`config.mk`:
```
export PLATFORM = sky130hd
export DESIGN_NAME = windowed_substring_counter_core
export DESIGN_NICKNAME = d
export VERILOG_FILES = /design/src/rtl/wsc_pkg.sv /design/src/rtl/wsc_cfg.sv /design/src/rtl/wsc_front.sv /design/src/rtl/wsc_queue.sv /design/src/rtl/wsc_back.sv /design/src/rtl/windowed_substring_counter_core.sv
export VERILOG_INCLUDE_DIRS = /design/src /design/src/rtl
export SDC_FILE = /design/constraint.sdc
export NUM_CORES = 2
export LEC_CHECK = 0
export BUFFER_PORTS_ARGS = -buffer_cell sky130_fd_sc_hd__buf_2
export CORE_MARGIN = 4
export CORE_UTILIZATION = 40
export CTS_CLUSTER_DIAMETER = 200
export DETAILED_ROUTE_END_ITERATION = 8
export RECOVER_POWER = 25
export SYNTH_ARGS = -nofsm -noshare
export SYNTH_HDL_FRONTEND = slang
export SYNTH_SLANG_ARGS = --single-unit
```
`constraint.sdc`:
```
create_clock -name clk_i -period 17.5 [get_ports clk_i]
set_input_delay 0.875 -clock clk_i [delete_from_list [all_inputs] [get_ports clk_i]]
set_output_delay 0.875 -clock clk_i [all_outputs]
set_load 0.02 [all_outputs]
```
`src/rtl/assert_macros.svh`:
```
// Assertion macros used by the RTL of the substring counter.
`ifndef ASSERT_MACROS_SVH
`define ASSERT_MACROS_SVH
`ifndef SYNTHESIS
// Property checked on every clock edge outside of reset.
`define WSC_ASSERT(lbl, prop, msg) \
  lbl: assert property (@(posedge clk_i) disable iff (!rst_ni) prop) else $error(msg);
// Condition that must never be seen outside of reset.
`define WSC_ASSERT_NEVER(lbl, cond, msg) \
  lbl: assert property (@(posedge clk_i) disable iff (!rst_ni) !(cond)) else $error(msg);
`else
`define WSC_ASSERT(lbl, prop, msg)
`define WSC_ASSERT_NEVER(lbl, cond, msg)
`endif
`endif

```
`src/rtl/wsc_pkg.sv`:
```
// Shared types, constants and register codes of the windowed substring counter.
`default_nettype none
package wsc_pkg;

  localparam int unsigned MAX_NEEDLE_BYTES_DEF = 16;
  localparam int unsigned POSITION_BITS_DEF    = 32;

  // Needle bytes held in the two needle words
  localparam int unsigned NEEDLE_REG_BYTES = 16;
  localparam int unsigned SIZE_W           = 5;
  localparam int unsigned COUNT_W          = 32;
  localparam int unsigned HAY_W            = 32;
  localparam int unsigned OFS_W            = 33;
  // Window bounds run from 0 to 2^32
  localparam int unsigned WIN_W            = 33;
  localparam int unsigned CFG_DATA_W       = 64;
  localparam int unsigned CFG_IDX_W        = 3;

  // Window resolution pipeline depth, input held off this long after a write
  localparam int unsigned SETTLE_CYCLES    = 4;
  localparam int unsigned SETTLE_W         = 3;

  localparam int unsigned QUEUE_DEPTH      = 4;

  typedef logic [7:0] byte_t;

  typedef enum logic [CFG_IDX_W-1:0] {
    REG_NEEDLE_LO    = 3'd0,
    REG_NEEDLE_HI    = 3'd1,
    REG_NEEDLE_SIZE  = 3'd2,
    REG_HAY_SIZE     = 3'd3,
    REG_START_OFFSET = 3'd4,
    REG_WIN_LENGTH   = 3'd5,
    REG_LENGTH_GIVEN = 3'd6
  } reg_idx_e;

  typedef enum logic [1:0] {
    ST_OK         = 2'd0,
    ST_BAD_OFFSET = 2'd1,
    ST_BAD_LENGTH = 2'd2
  } status_e;

  // Resolved search window, [win_lo, win_hi)
  typedef struct packed {
    logic [WIN_W-1:0] win_lo;
    logic [WIN_W-1:0] win_hi;
    status_e          status;
  } win_t;

  // Needle summary for the matcher
  typedef struct packed {
    logic [SIZE_W-1:0] size;
    logic              usable;
  } ndl_t;

  // Classified item between front and back
  typedef struct packed {
    byte_t             data;
    logic              in_win;
    // window bytes up to and including this one, saturating
    logic [SIZE_W-1:0] run;
    logic              last;
    status_e           status;
  } qent_t;

endpackage
`default_nettype wire

```
`src/rtl/wsc_cfg.sv`:
```
// Configuration registers, window resolution pipeline and needle alignment.
`default_nettype none
module wsc_cfg #(
  parameter int unsigned MAX_NEEDLE_BYTES = wsc_pkg::MAX_NEEDLE_BYTES_DEF
) (
  input  wire logic                            clk_i,
  input  wire logic                            rst_ni,
  input  wire logic                            cfg_we_i,
  input  wire logic [wsc_pkg::CFG_IDX_W-1:0]   cfg_idx_i,
  input  wire logic [wsc_pkg::CFG_DATA_W-1:0]  cfg_data_i,
  output wsc_pkg::win_t                        win_o,
  output wsc_pkg::ndl_t                        ndl_o,
  output wsc_pkg::byte_t                       needle_o [MAX_NEEDLE_BYTES],
  output logic [MAX_NEEDLE_BYTES-1:0]          mask_o,
  output logic                                 busy_o
);
  import wsc_pkg::*;

  localparam int unsigned SW = OFS_W + 2;

  logic [CFG_DATA_W-1:0] needle_lo_q, needle_hi_q;
  logic [SIZE_W-1:0]     size_q;
  logic [HAY_W-1:0]      hay_q;
  logic [OFS_W-1:0]      ofs_q, len_q;
  logic                  lg_q;
  logic [SETTLE_W-1:0]   settle_q;

  logic signed [SW-1:0]  ofs_s, len_s, hay_s;
  logic signed [SW-1:0]  ofs_res_q, remain_q, len_res_q, win_hi_s;
  logic                  ofs_bad_q;
  win_t                  win_d, win_q;

  logic [8*NEEDLE_REG_BYTES-1:0] nv;
  byte_t                         needle_d [MAX_NEEDLE_BYTES];
  byte_t                         needle_q [MAX_NEEDLE_BYTES];
  logic [MAX_NEEDLE_BYTES-1:0]   mask_d, mask_q;
  ndl_t                          ndl_d, ndl_q;

  // Register writes; any write restarts the settle count
  always_ff @(posedge clk_i or negedge rst_ni) begin
    if (!rst_ni) begin
      needle_lo_q <= '0;
      needle_hi_q <= '0;
      size_q      <= '0;
      hay_q       <= '0;
      ofs_q       <= '0;
      len_q       <= '0;
      lg_q        <= 1'b0;
      settle_q    <= SETTLE_W'(SETTLE_CYCLES);
    end else begin
      if (cfg_we_i) begin
        settle_q <= SETTLE_W'(SETTLE_CYCLES);
        unique case (cfg_idx_i)
          REG_NEEDLE_LO:    needle_lo_q <= cfg_data_i;
          REG_NEEDLE_HI:    needle_hi_q <= cfg_data_i;
          REG_NEEDLE_SIZE:  size_q      <= cfg_data_i[SIZE_W-1:0];
          REG_HAY_SIZE:     hay_q       <= cfg_data_i[HAY_W-1:0];
          REG_START_OFFSET: ofs_q       <= cfg_data_i[OFS_W-1:0];
          REG_WIN_LENGTH:   len_q       <= cfg_data_i[OFS_W-1:0];
          REG_LENGTH_GIVEN: lg_q        <= cfg_data_i[0];
          default:          ;
        endcase
      end else if (settle_q != '0) begin
        settle_q <= settle_q - SETTLE_W'(1);
      end
    end
  end

  assign busy_o = (settle_q != '0);

  assign ofs_s = SW'(signed'(ofs_q));
  assign len_s = SW'(signed'(len_q));
  assign hay_s = signed'({{(SW-HAY_W){1'b0}}, hay_q});

  // Stage D: final status and exclusive window end
  assign win_hi_s = ofs_res_q + (lg_q ? len_res_q : remain_q);

  always_comb begin
    win_d.win_lo = ofs_res_q[WIN_W-1:0];
    win_d.win_hi = win_hi_s[WIN_W-1:0];
    if (ofs_bad_q) begin
      win_d.status = ST_BAD_OFFSET;
    end else if (lg_q && (len_res_q[SW-1] || (len_res_q > remain_q))) begin
      win_d.status = ST_BAD_LENGTH;
    end else begin
      win_d.status = ST_OK;
    end
  end

  // Needle aligned so that lane j faces the byte j places back in the window
  assign nv = {needle_hi_q, needle_lo_q};

  always_comb begin
    int k;
    k = 0;
    for (int j = 0; j < int'(MAX_NEEDLE_BYTES); j++) begin
      k = int'(size_q) - 1 - j;
      mask_d[j] = (j < int'(size_q));
      if (k >= 0 && k < int'(NEEDLE_REG_BYTES)) begin
        needle_d[j] = nv[8*k +: 8];
      end else begin
        needle_d[j] = '0;
      end
    end
    ndl_d.size   = size_q;
    ndl_d.usable = (size_q != '0) && (int'(size_q) <= int'(MAX_NEEDLE_BYTES));
  end

  // Resolution pipeline, one wide add per stage; reruns every cycle
  always_ff @(posedge clk_i) begin
    ofs_res_q <= ofs_s[SW-1] ? (ofs_s + hay_s) : ofs_s;
    ofs_bad_q <= ofs_res_q[SW-1] || (ofs_res_q > hay_s);
    remain_q  <= hay_s - ofs_res_q;
    len_res_q <= len_s[SW-1] ? (len_s + remain_q) : len_s;
    win_q     <= win_d;
    needle_q  <= needle_d;
    mask_q    <= mask_d;
    ndl_q     <= ndl_d;
  end

  assign win_o    = win_q;
  assign ndl_o    = ndl_q;
  assign needle_o = needle_q;
  assign mask_o   = mask_q;

endmodule
`default_nettype wire

```
`src/rtl/wsc_front.sv`:
```
// Front end: takes input transactions, tracks position and classifies bytes.
`default_nettype none
module wsc_front #(
  parameter int unsigned POSITION_BITS = wsc_pkg::POSITION_BITS_DEF
) (
  input  wire logic           clk_i,
  input  wire logic           rst_ni,
  input  wire logic           in_valid_i,
  output logic                in_stall_o,
  input  wire logic [7:0]     data_byte_i,
  input  wire logic           byte_present_i,
  input  wire logic           final_item_i,
  input  wsc_pkg::win_t       win_i,
  input  wire logic           busy_i,
  input  wire logic           q_full_i,
  output logic                q_push_o,
  output wsc_pkg::qent_t      q_data_o
);
  import wsc_pkg::*;

  localparam int unsigned CMP_W = (POSITION_BITS > WIN_W) ? POSITION_BITS : WIN_W;
  localparam int unsigned RUN_MAX = (1 << SIZE_W) - 1;

  logic [POSITION_BITS-1:0] pos_q, pos_d;
  logic [CMP_W-1:0]         pos_c, pos_off;
  logic                     accept, consume;

  assign in_stall_o = busy_i || q_full_i;
  assign accept     = in_valid_i && !in_stall_o;

  // A byte counts only while the position counter has room
  assign consume = byte_present_i && (pos_q != {POSITION_BITS{1'b1}});
  assign pos_c   = CMP_W'(pos_q);
  // Distance from the window start, meaningful only inside the window
  assign pos_off = pos_c - CMP_W'(win_i.win_lo);

  always_comb begin
    q_data_o.data   = data_byte_i;
    q_data_o.last   = final_item_i;
    q_data_o.status = win_i.status;
    q_data_o.in_win = consume && (win_i.status == ST_OK) &&
                      (pos_c >= CMP_W'(win_i.win_lo)) && (pos_c < CMP_W'(win_i.win_hi));
    q_data_o.run    = (pos_off >= CMP_W'(RUN_MAX)) ? SIZE_W'(RUN_MAX) :
                      pos_off[SIZE_W-1:0] + SIZE_W'(1);
  end

  assign q_push_o = accept;

  // Position; cleared after the final transaction of a haystack
  always_comb begin
    pos_d = pos_q;
    if (accept) begin
      if (final_item_i) begin
        pos_d = '0;
      end else if (consume) begin
        pos_d = pos_q + POSITION_BITS'(1);
      end
    end
  end

  always_ff @(posedge clk_i or negedge rst_ni) begin
    if (!rst_ni) begin
      pos_q <= '0;
    end else begin
      pos_q <= pos_d;
    end
  end

endmodule
`default_nettype wire

```
`src/rtl/wsc_queue.sv`:
```
// Short queue of classified items between front and back.
`default_nettype none
module wsc_queue #(
  parameter int unsigned DEPTH = wsc_pkg::QUEUE_DEPTH
) (
  input  wire logic      clk_i,
  input  wire logic      rst_ni,
  input  wire logic      push_i,
  input  wsc_pkg::qent_t push_data_i,
  input  wire logic      pop_i,
  output wsc_pkg::qent_t head_o,
  output logic           full_o,
  output logic           empty_o
);
  import wsc_pkg::*;

  localparam int unsigned PTR_W = (DEPTH > 1) ? $clog2(DEPTH) : 1;
  localparam int unsigned CNT_W = $clog2(DEPTH + 1);

  qent_t            entry_q [DEPTH];
  logic [PTR_W-1:0] wr_ptr_q, rd_ptr_q;
  logic [CNT_W-1:0] count_q;
  logic             do_push, do_pop;

  assign full_o  = (count_q == CNT_W'(DEPTH));
  assign empty_o = (count_q == '0);
  assign do_push = push_i && !full_o;
  assign do_pop  = pop_i && !empty_o;
  assign head_o  = entry_q[rd_ptr_q];

  // Entry storage
  always_ff @(posedge clk_i) begin
    if (do_push) begin
      entry_q[wr_ptr_q] <= push_data_i;
    end
  end

  // Pointers and fill level
  always_ff @(posedge clk_i or negedge rst_ni) begin
    if (!rst_ni) begin
      wr_ptr_q <= '0;
      rd_ptr_q <= '0;
      count_q  <= '0;
    end else begin
      if (do_push) begin
        wr_ptr_q <= (wr_ptr_q == PTR_W'(DEPTH - 1)) ? '0 : wr_ptr_q + PTR_W'(1);
      end
      if (do_pop) begin
        rd_ptr_q <= (rd_ptr_q == PTR_W'(DEPTH - 1)) ? '0 : rd_ptr_q + PTR_W'(1);
      end
      if (do_push && !do_pop) begin
        count_q <= count_q + CNT_W'(1);
      end else if (do_pop && !do_push) begin
        count_q <= count_q - CNT_W'(1);
      end
    end
  end

endmodule
`default_nettype wire

```
`src/rtl/wsc_back.sv`:
```
// Back end: byte history, parallel needle compare, counters and result register.
`default_nettype none
module wsc_back #(
  parameter int unsigned MAX_NEEDLE_BYTES = wsc_pkg::MAX_NEEDLE_BYTES_DEF
) (
  input  wire logic                          clk_i,
  input  wire logic                          rst_ni,
  input  wire logic                          q_empty_i,
  input  wsc_pkg::qent_t                     q_head_i,
  output logic                               q_pop_o,
  input  wsc_pkg::ndl_t                      ndl_i,
  input  wsc_pkg::byte_t                     needle_i [MAX_NEEDLE_BYTES],
  input  wire logic [MAX_NEEDLE_BYTES-1:0]   mask_i,
  output logic                               out_valid_o,
  input  wire logic                          out_stall_i,
  output logic [wsc_pkg::COUNT_W-1:0]        match_count_o,
  output logic [1:0]                         status_o
);
  import wsc_pkg::*;

  localparam int unsigned NW = $clog2(MAX_NEEDLE_BYTES + 1);
  localparam int unsigned CW = (NW > SIZE_W) ? NW : SIZE_W;

  byte_t              recent_q [MAX_NEEDLE_BYTES];
  byte_t              recent_d [MAX_NEEDLE_BYTES];
  byte_t              shifted  [MAX_NEEDLE_BYTES];
  logic [NW-1:0]      gap_q, gap_d, gap_inc;
  logic [COUNT_W-1:0] found_q, found_d, found_upd, found_inc;
  logic               out_valid_q, out_valid_d;
  logic [COUNT_W-1:0] count_q;
  status_e            status_q;
  logic               all_eq, hit, emit;

  // Pop unless a result would have nowhere to go
  assign q_pop_o = !q_empty_i && (!q_head_i.last || !out_valid_q || !out_stall_i);
  assign emit    = q_pop_o && q_head_i.last;

  // Window history after taking this byte, newest in lane 0
  always_comb begin
    shifted[0] = q_head_i.data;
    for (int i = 1; i < int'(MAX_NEEDLE_BYTES); i++) begin
      shifted[i] = recent_q[i-1];
    end
  end

  assign gap_inc   = (gap_q == NW'(MAX_NEEDLE_BYTES)) ? gap_q : gap_q + NW'(1);
  assign found_inc = (found_q == {COUNT_W{1'b1}}) ? found_q : found_q + COUNT_W'(1);

  // Parallel compare of all lanes against the aligned needle
  always_comb begin
    all_eq = 1'b1;
    for (int j = 0; j < int'(MAX_NEEDLE_BYTES); j++) begin
      if (mask_i[j] && (shifted[j] != needle_i[j])) begin
        all_eq = 1'b0;
      end
    end
  end

  assign hit = ndl_i.usable && all_eq &&
               (q_head_i.run >= ndl_i.size) && (CW'(gap_inc) >= CW'(ndl_i.size));

  assign found_upd = (q_pop_o && q_head_i.in_win && hit) ? found_inc : found_q;

  // Stream state; a final item clears it for the next haystack
  always_comb begin
    recent_d = recent_q;
    gap_d    = gap_q;
    found_d  = found_upd;
    if (q_pop_o && q_head_i.in_win) begin
      recent_d = shifted;
      gap_d    = hit ? '0 : gap_inc;
    end
    if (emit) begin
      for (int i = 0; i < int'(MAX_NEEDLE_BYTES); i++) begin
        recent_d[i] = '0;
      end
      gap_d   = NW'(MAX_NEEDLE_BYTES);
      found_d = '0;
    end
  end

  assign out_valid_d = emit || (out_valid_q && out_stall_i);

  always_ff @(posedge clk_i or negedge rst_ni) begin
    if (!rst_ni) begin
      for (int i = 0; i < int'(MAX_NEEDLE_BYTES); i++) begin
        recent_q[i] <= '0;
      end
      gap_q       <= NW'(MAX_NEEDLE_BYTES);
      found_q     <= '0;
      out_valid_q <= 1'b0;
    end else begin
      recent_q    <= recent_d;
      gap_q       <= gap_d;
      found_q     <= found_d;
      out_valid_q <= out_valid_d;
    end
  end

  // Result payload
  always_ff @(posedge clk_i) begin
    if (emit) begin
      count_q  <= (q_head_i.status == ST_OK) ? found_upd : '0;
      status_q <= q_head_i.status;
    end
  end

  assign out_valid_o   = out_valid_q;
  assign match_count_o = count_q;
  assign status_o      = status_q;

endmodule
`default_nettype wire

```
`src/rtl/windowed_substring_counter_core.sv`:
```
// Top level of the windowed substring counter.
//
//  channel | direction | handshake               | payload
//  in      | to core   | in_valid_i / in_stall_o | data_byte_i, byte_present_i, final_item_i
//  out     | from core | out_valid_o / out_stall_i | match_count_o, status_o
//  cfg     | to core   | cfg_we_i                | cfg_idx_i, cfg_data_i
//
// One input transaction per cycle while in_stall_o is low; the result of a final item is
// written into the queue, then taken by the back end into the result register.
// The window is resolved in a four-stage pipeline from the registers, so the input is
// stalled after reset and after every configuration write until the window settles.
// A four-entry queue decouples the front end from output stalls; the input stalls
// only when it is full or while the window settles.
`default_nettype none
`include "assert_macros.svh"
module windowed_substring_counter_core #(
  parameter int unsigned MAX_NEEDLE_BYTES = wsc_pkg::MAX_NEEDLE_BYTES_DEF,
  parameter int unsigned POSITION_BITS    = wsc_pkg::POSITION_BITS_DEF
) (
  input  wire logic                           clk_i,
  input  wire logic                           rst_ni,
  input  wire logic                           cfg_we_i,
  input  wire logic [wsc_pkg::CFG_IDX_W-1:0]  cfg_idx_i,
  input  wire logic [wsc_pkg::CFG_DATA_W-1:0] cfg_data_i,
  input  wire logic                           in_valid_i,
  output logic                                in_stall_o,
  input  wire logic [7:0]                     data_byte_i,
  input  wire logic                           byte_present_i,
  input  wire logic                           final_item_i,
  output logic                                out_valid_o,
  input  wire logic                           out_stall_i,
  output logic [wsc_pkg::COUNT_W-1:0]         match_count_o,
  output logic [1:0]                          status_o
);
  import wsc_pkg::*;

  win_t                        win;
  ndl_t                        ndl;
  byte_t                       needle [MAX_NEEDLE_BYTES];
  logic [MAX_NEEDLE_BYTES-1:0] mask;
  logic                        busy;
  logic                        q_push, q_pop, q_full, q_empty;
  qent_t                       q_in, q_head;

  wsc_cfg #(
    .MAX_NEEDLE_BYTES(MAX_NEEDLE_BYTES)
  ) u_cfg (
    .clk_i      (clk_i),
    .rst_ni     (rst_ni),
    .cfg_we_i   (cfg_we_i),
    .cfg_idx_i  (cfg_idx_i),
    .cfg_data_i (cfg_data_i),
    .win_o      (win),
    .ndl_o      (ndl),
    .needle_o   (needle),
    .mask_o     (mask),
    .busy_o     (busy)
  );

  wsc_front #(
    .POSITION_BITS(POSITION_BITS)
  ) u_front (
    .clk_i          (clk_i),
    .rst_ni         (rst_ni),
    .in_valid_i     (in_valid_i),
    .in_stall_o     (in_stall_o),
    .data_byte_i    (data_byte_i),
    .byte_present_i (byte_present_i),
    .final_item_i   (final_item_i),
    .win_i          (win),
    .busy_i         (busy),
    .q_full_i       (q_full),
    .q_push_o       (q_push),
    .q_data_o       (q_in)
  );

  wsc_queue #(
    .DEPTH(QUEUE_DEPTH)
  ) u_queue (
    .clk_i       (clk_i),
    .rst_ni      (rst_ni),
    .push_i      (q_push),
    .push_data_i (q_in),
    .pop_i       (q_pop),
    .head_o      (q_head),
    .full_o      (q_full),
    .empty_o     (q_empty)
  );

  wsc_back #(
    .MAX_NEEDLE_BYTES(MAX_NEEDLE_BYTES)
  ) u_back (
    .clk_i         (clk_i),
    .rst_ni        (rst_ni),
    .q_empty_i     (q_empty),
    .q_head_i      (q_head),
    .q_pop_o       (q_pop),
    .ndl_i         (ndl),
    .needle_i      (needle),
    .mask_i        (mask),
    .out_valid_o   (out_valid_o),
    .out_stall_i   (out_stall_i),
    .match_count_o (match_count_o),
    .status_o      (status_o)
  );

  // Checks
  `WSC_ASSERT(a_cfg_write_holds_input, cfg_we_i |=> in_stall_o, "input taken while window settles")
  `WSC_ASSERT(a_full_queue_stalls, q_full |-> in_stall_o, "input taken into a full queue")
  `WSC_ASSERT(a_result_from_final, $rose(out_valid_o) |-> $past(q_pop && q_head.last), "result without final item")
  `WSC_ASSERT_NEVER(a_status_code, out_valid_o && !(status_o == ST_OK || status_o == ST_BAD_OFFSET || status_o == ST_BAD_LENGTH), "undefined status code")

endmodule
`default_nettype wire
```
==> results.md <==
Min path:
- In this run the worst hold path is classified as reg2reg.

Worst setup path:
- The worst endpoint required time is approximately 18000 ps.
- The critical path start-end classification is reg2reg.
- The maximum fanout encountered on the critical timing path is 58.
- STA classifies the critical path endpoint as a flip-flop.
- Data on the critical path arrives at its endpoint at 8410 ps.
- The kind of launch point of the worst setup path is a flip-flop.

GRT:
- The initial antenna violation count was 23.
- Global routing consumed, over all layers together, a little under a quarter of the routing resources.
- The via count of the first global-routing pass is ~36000.
- Entering global routing, the biggest net connects 160 pins.
- The first global-routing pass estimated ~240000 um of wire.
- Summed over all layers, the global routing overflow is 0.

STA:
- At the pin with the least slew margin, the transition time is 4710 ps.
- The number of setup violations in the final report is 0.
- The count of pins over their slew limit was 519.
- Headroom to the max-slew limit came out at -214%.
- Adding up every negative setup slack in the final design gives 0 ps.
- Setup repair after global routing left no endpoint under its margin.
- Across all setup checks in the final design, the least slack found is 9650 ps.
- After layout, the worst path uses 44.8% of the clock period.
- The final hold violation count was 0.
- Static timing analysis puts the maximum clock frequency at 127 MHz.
- For the final database, setup skew stands at 27.7 ps.
- The final critical-path required period is roughly 7800 ps.

Drt:
- Once detail routing completed, the nets flagged for antenna violations numbered 0.
- For this block, the routed nets add up to around 160000 um of wire.
- The first detailed-routing pass took 5 iterations.
- The routed length per placed instance is 23.5 um.
- The routed via count divided by cell count is around 5.7.
- The detailed-route DRC error count is 0.
- The DRC marker count from the first detailed-route iteration is 3891.
- The via count is 38300.

CTS:
- After clock tree synthesis, the clock-pin slew on the worst setup and hold paths is ~60 ps.
- The maximum root-to-sink buffer count is 3.
- The number of post-CTS setup repair buffers is 0.
- The clock insertion delay at the later pin of the skew report is 700 ps.
- The buffer cell driving the clock tree root is clkbuf_16.
- Gates resized during post-CTS repair numbered 0.
- The TritonCTS sink count is between 800 and 900.
- The cts-stage hold buffer count is 0.
- The clock buffer count from CTS is 95.
- In this run the number of H-tree levels came out at 3.
- TritonCTS built the clock tree.

Layout:
- The end-of-flow core utilization is between 40% and 50%.
- The final-stage net count is between 5000 and 6000.
- Compared with the post-synthesis result, the final layout area differs by 10.6%.
- The fraction of layout instances using a drive strength above 1 is 15.3%.
- The count of placed standard cells in the final layout, fillers left out is 6697.

Power and ir drop:
- The share of total power in sequential cells is about 28%.
- The cell area power density is 184 nW/um^2.
- In this run, the combinational gates consume about 52% of the power.
- The worst-case vdd ir drop is 0.0000925 V.
- The net switching component of the power is 0.00447 W.
- The clock network accounts for roughly 20% of the total power.
- The power consumption is 0.0102 W.
- The internal power summed over all cells is 0.00577 W.
- In this run switching power makes up between 40% and 50% of total power.
- The leakage component of the power is 24.0 nW.

Floorplan:
- The floorplan step defined a die boundary enclosing 131000 um^2.
- The initial utilization of the core area, before any placement, comes to 40.4%.
- The horizontal die dimension is about 360 um.
- The core region is 124000 um^2.
- The count of pins on the block boundary is 118.
- The die height is between 300 and 400 um.
- After floorplanning, the core was divided into 129 placement rows.

Placed design:
- The worst-case setup slack after placement is roughly 12000 ps.
- Counting tap cells, the placed design contains a total of 6509 instances.
- The port buffer count is 117.
- The final weighted congestion in routability-driven placement is 0.955.
- The half-perimeter wire length after placement is 120000 um.

Synth:
- In this run, synthesis inferred approximately 100 flip-flops with an integrated enable.
- The share of synthesized registers carrying an async set or reset is about half.
- The synthesized netlist net count is about 5400.
- After synthesis, the largest area contributor takes up 21.4% of total cell area.
- The post-synthesis instance area is 50200 um^2.
- The average instance in the mapped netlist occupies 10.2 um^2.
- By area the synthesized netlist is led by dfrtp_1 21%, dfxtp_1 13%, ha_1 9.2%.
- The number of different library cells used by synthesis comes to just under 90.
- The number of warning messages in the yosys log is 0.
- The synthesized instance count is 4924.
- The most instantiated flip-flop cell in the synthesis netlist is dfrtp_1.
- The biggest area consumer among synthesized cells is dfrtp_1.
- The register area share after synthesis is 40.5%.
- Counting flops and latches in the post-synthesis netlist gives approximately 860.

Status:
- The checks that failed: capacitance limit, slew limit.
- The flow ran to the end, but the final reports show violations.

Run:
- Max-cap violations in this run came to 10.
## final cells by class
| type | instances | area, um^2 |
|---|---|---|
| clock buffer | 137 | 2680 |
| multi-input combinational | 3619 | 28300 |
| clock inverter | 41 | 404 |
| sequential | 856 | 20300 |
| inverter | 235 | 882 |
| timing repair buffer | 162 | 892 |
| tap | 1637 | 2050 |
| fill | 11800 | 68700 |
| antenna | 10 | 25.0 |
## power by group through the flow
stage                     clock network (W)  registers, W  logic (W)
after floorplan                           0       0.00277    0.00378
after global placement                    0       0.00293    0.00519
after detailed placement                  0       0.00294    0.00523
after CTS                           0.00204       0.00290    0.00525
after global routing                0.00212       0.00295    0.00584
final                               0.00200       0.00290    0.00534
## critical path, stage by stage, from the launching register on
cell	delay [ps]
dfrtp_2	340
clkbuf_1	2190
nor2_1	710
nand2_1	870
nand2_1	640
nor2_1	620
ha_1	350
o21ai_0	120
ha_1	300
or4b_2	600
nor4_1	280
o211ai_1	330
a211oi_1	330
## sequential cells by signal, indices dropped and copies added, names as in the netlist, 16 cells and up
signal                flops
u_cfg.needle_o          128
u_cfg.hay_q              32
u_cfg.win_o              68
u_cfg.needle_hi_q        64
u_cfg.mask_o             16
u_cfg.ofs_res_q          34
u_front.pos_q            32
u_cfg.len_res_q          35
u_cfg.remain_q           35
u_cfg.ofs_q              33
u_cfg.len_q              33
u_queue.entry_q          68
u_back.found_q           32
u_cfg.needle_lo_q        64
u_back.match_count_o     32
u_back.recent_q         120
## routing by layer
metal / vias to the layer above / routed length, um / GRT usage (%)
met4: 10 / 3660 / 5.34
met2: 1256 / 66700 / 35.0
met5: - / 64 / 0
li1: 17900 / - / -
met3: 191 / 12300 / 4.94
met1: 18900 / 74500 / 34.8
## cell usage after synthesis (all sizes together) (14+ instances only)
cell / count
o2111ai: 21
mux2: 317
and3: 66
nor2: 386
mux4: 105
a31oi: 19
buf: 43
o21bai: 14
a22o: 121
dfrtp: 430
a21oi: 301
nor2b: 119
o21a: 33
nand2b: 53
o31ai: 15
or3: 21
a21o: 109
edfxtp: 102
nor3: 54
xnor2: 253
dfxtp: 322
mux2i: 104
clkbuf: 171
nand2: 329
a211oi: 80
nand3: 62
o21ai: 243
xor2: 82
nand4b: 16
nand4: 82
ha: 368
inv: 235
and2: 30
or2: 28
## path summary, 6_finish.rpt
check | depth (start not counted) | from | end | slack [ps]
worst max-delay path | 12 | u_cfg.size_q[2] | u_cfg.needle_o[45] | 9650
max in group asynchronous | 3 | rst_ni | u_cfg.lg_q | 10380
worst max register to register | 12 | u_cfg.size_q[2] | u_cfg.needle_o[45] | 9650
worst min register to register | 0 | u_cfg.ofs_res_q[0] | u_cfg.win_o[35] | 400
worst min-delay path | 0 | u_cfg.ofs_res_q[0] | u_cfg.win_o[35] | 400
min in group asynchronous | 1 | rst_ni | u_cfg.needle_hi_q[4] | 1900
## cell usage in the layout (no fill, tap or decap), types with 104 or more instances in the layout
cell / count
a21o_1: 109
a21oi_1: 301
a22o_1: 121
buf_2: 106
dfrtp_1: 427
dfxtp_1: 322
ha_1: 367
inv_1: 230
mux2_2: 317
mux2i_1: 104
nand2_1: 328
nor2_1: 383
nor2b_1: 119
o21ai_0: 238
xnor2_1: 248
## cell families after synthesis
logic type,share of synthesized area [%]
compound gates,14.0
xor+xnor,5.84
fa+ha+maj,9.41
buf+inv,3.43
flops,40.5
mux,13.9
simple gates,12.9
## through the flow
step	area, um^2	hold slack [ps]
floorplan	50200	328
global placement	52500	390
detailed placement	52500	396
CTS	55600	172
global route	55500	397
finish	55600	400
Note: power is estimated with default switching activity, not from simulation.
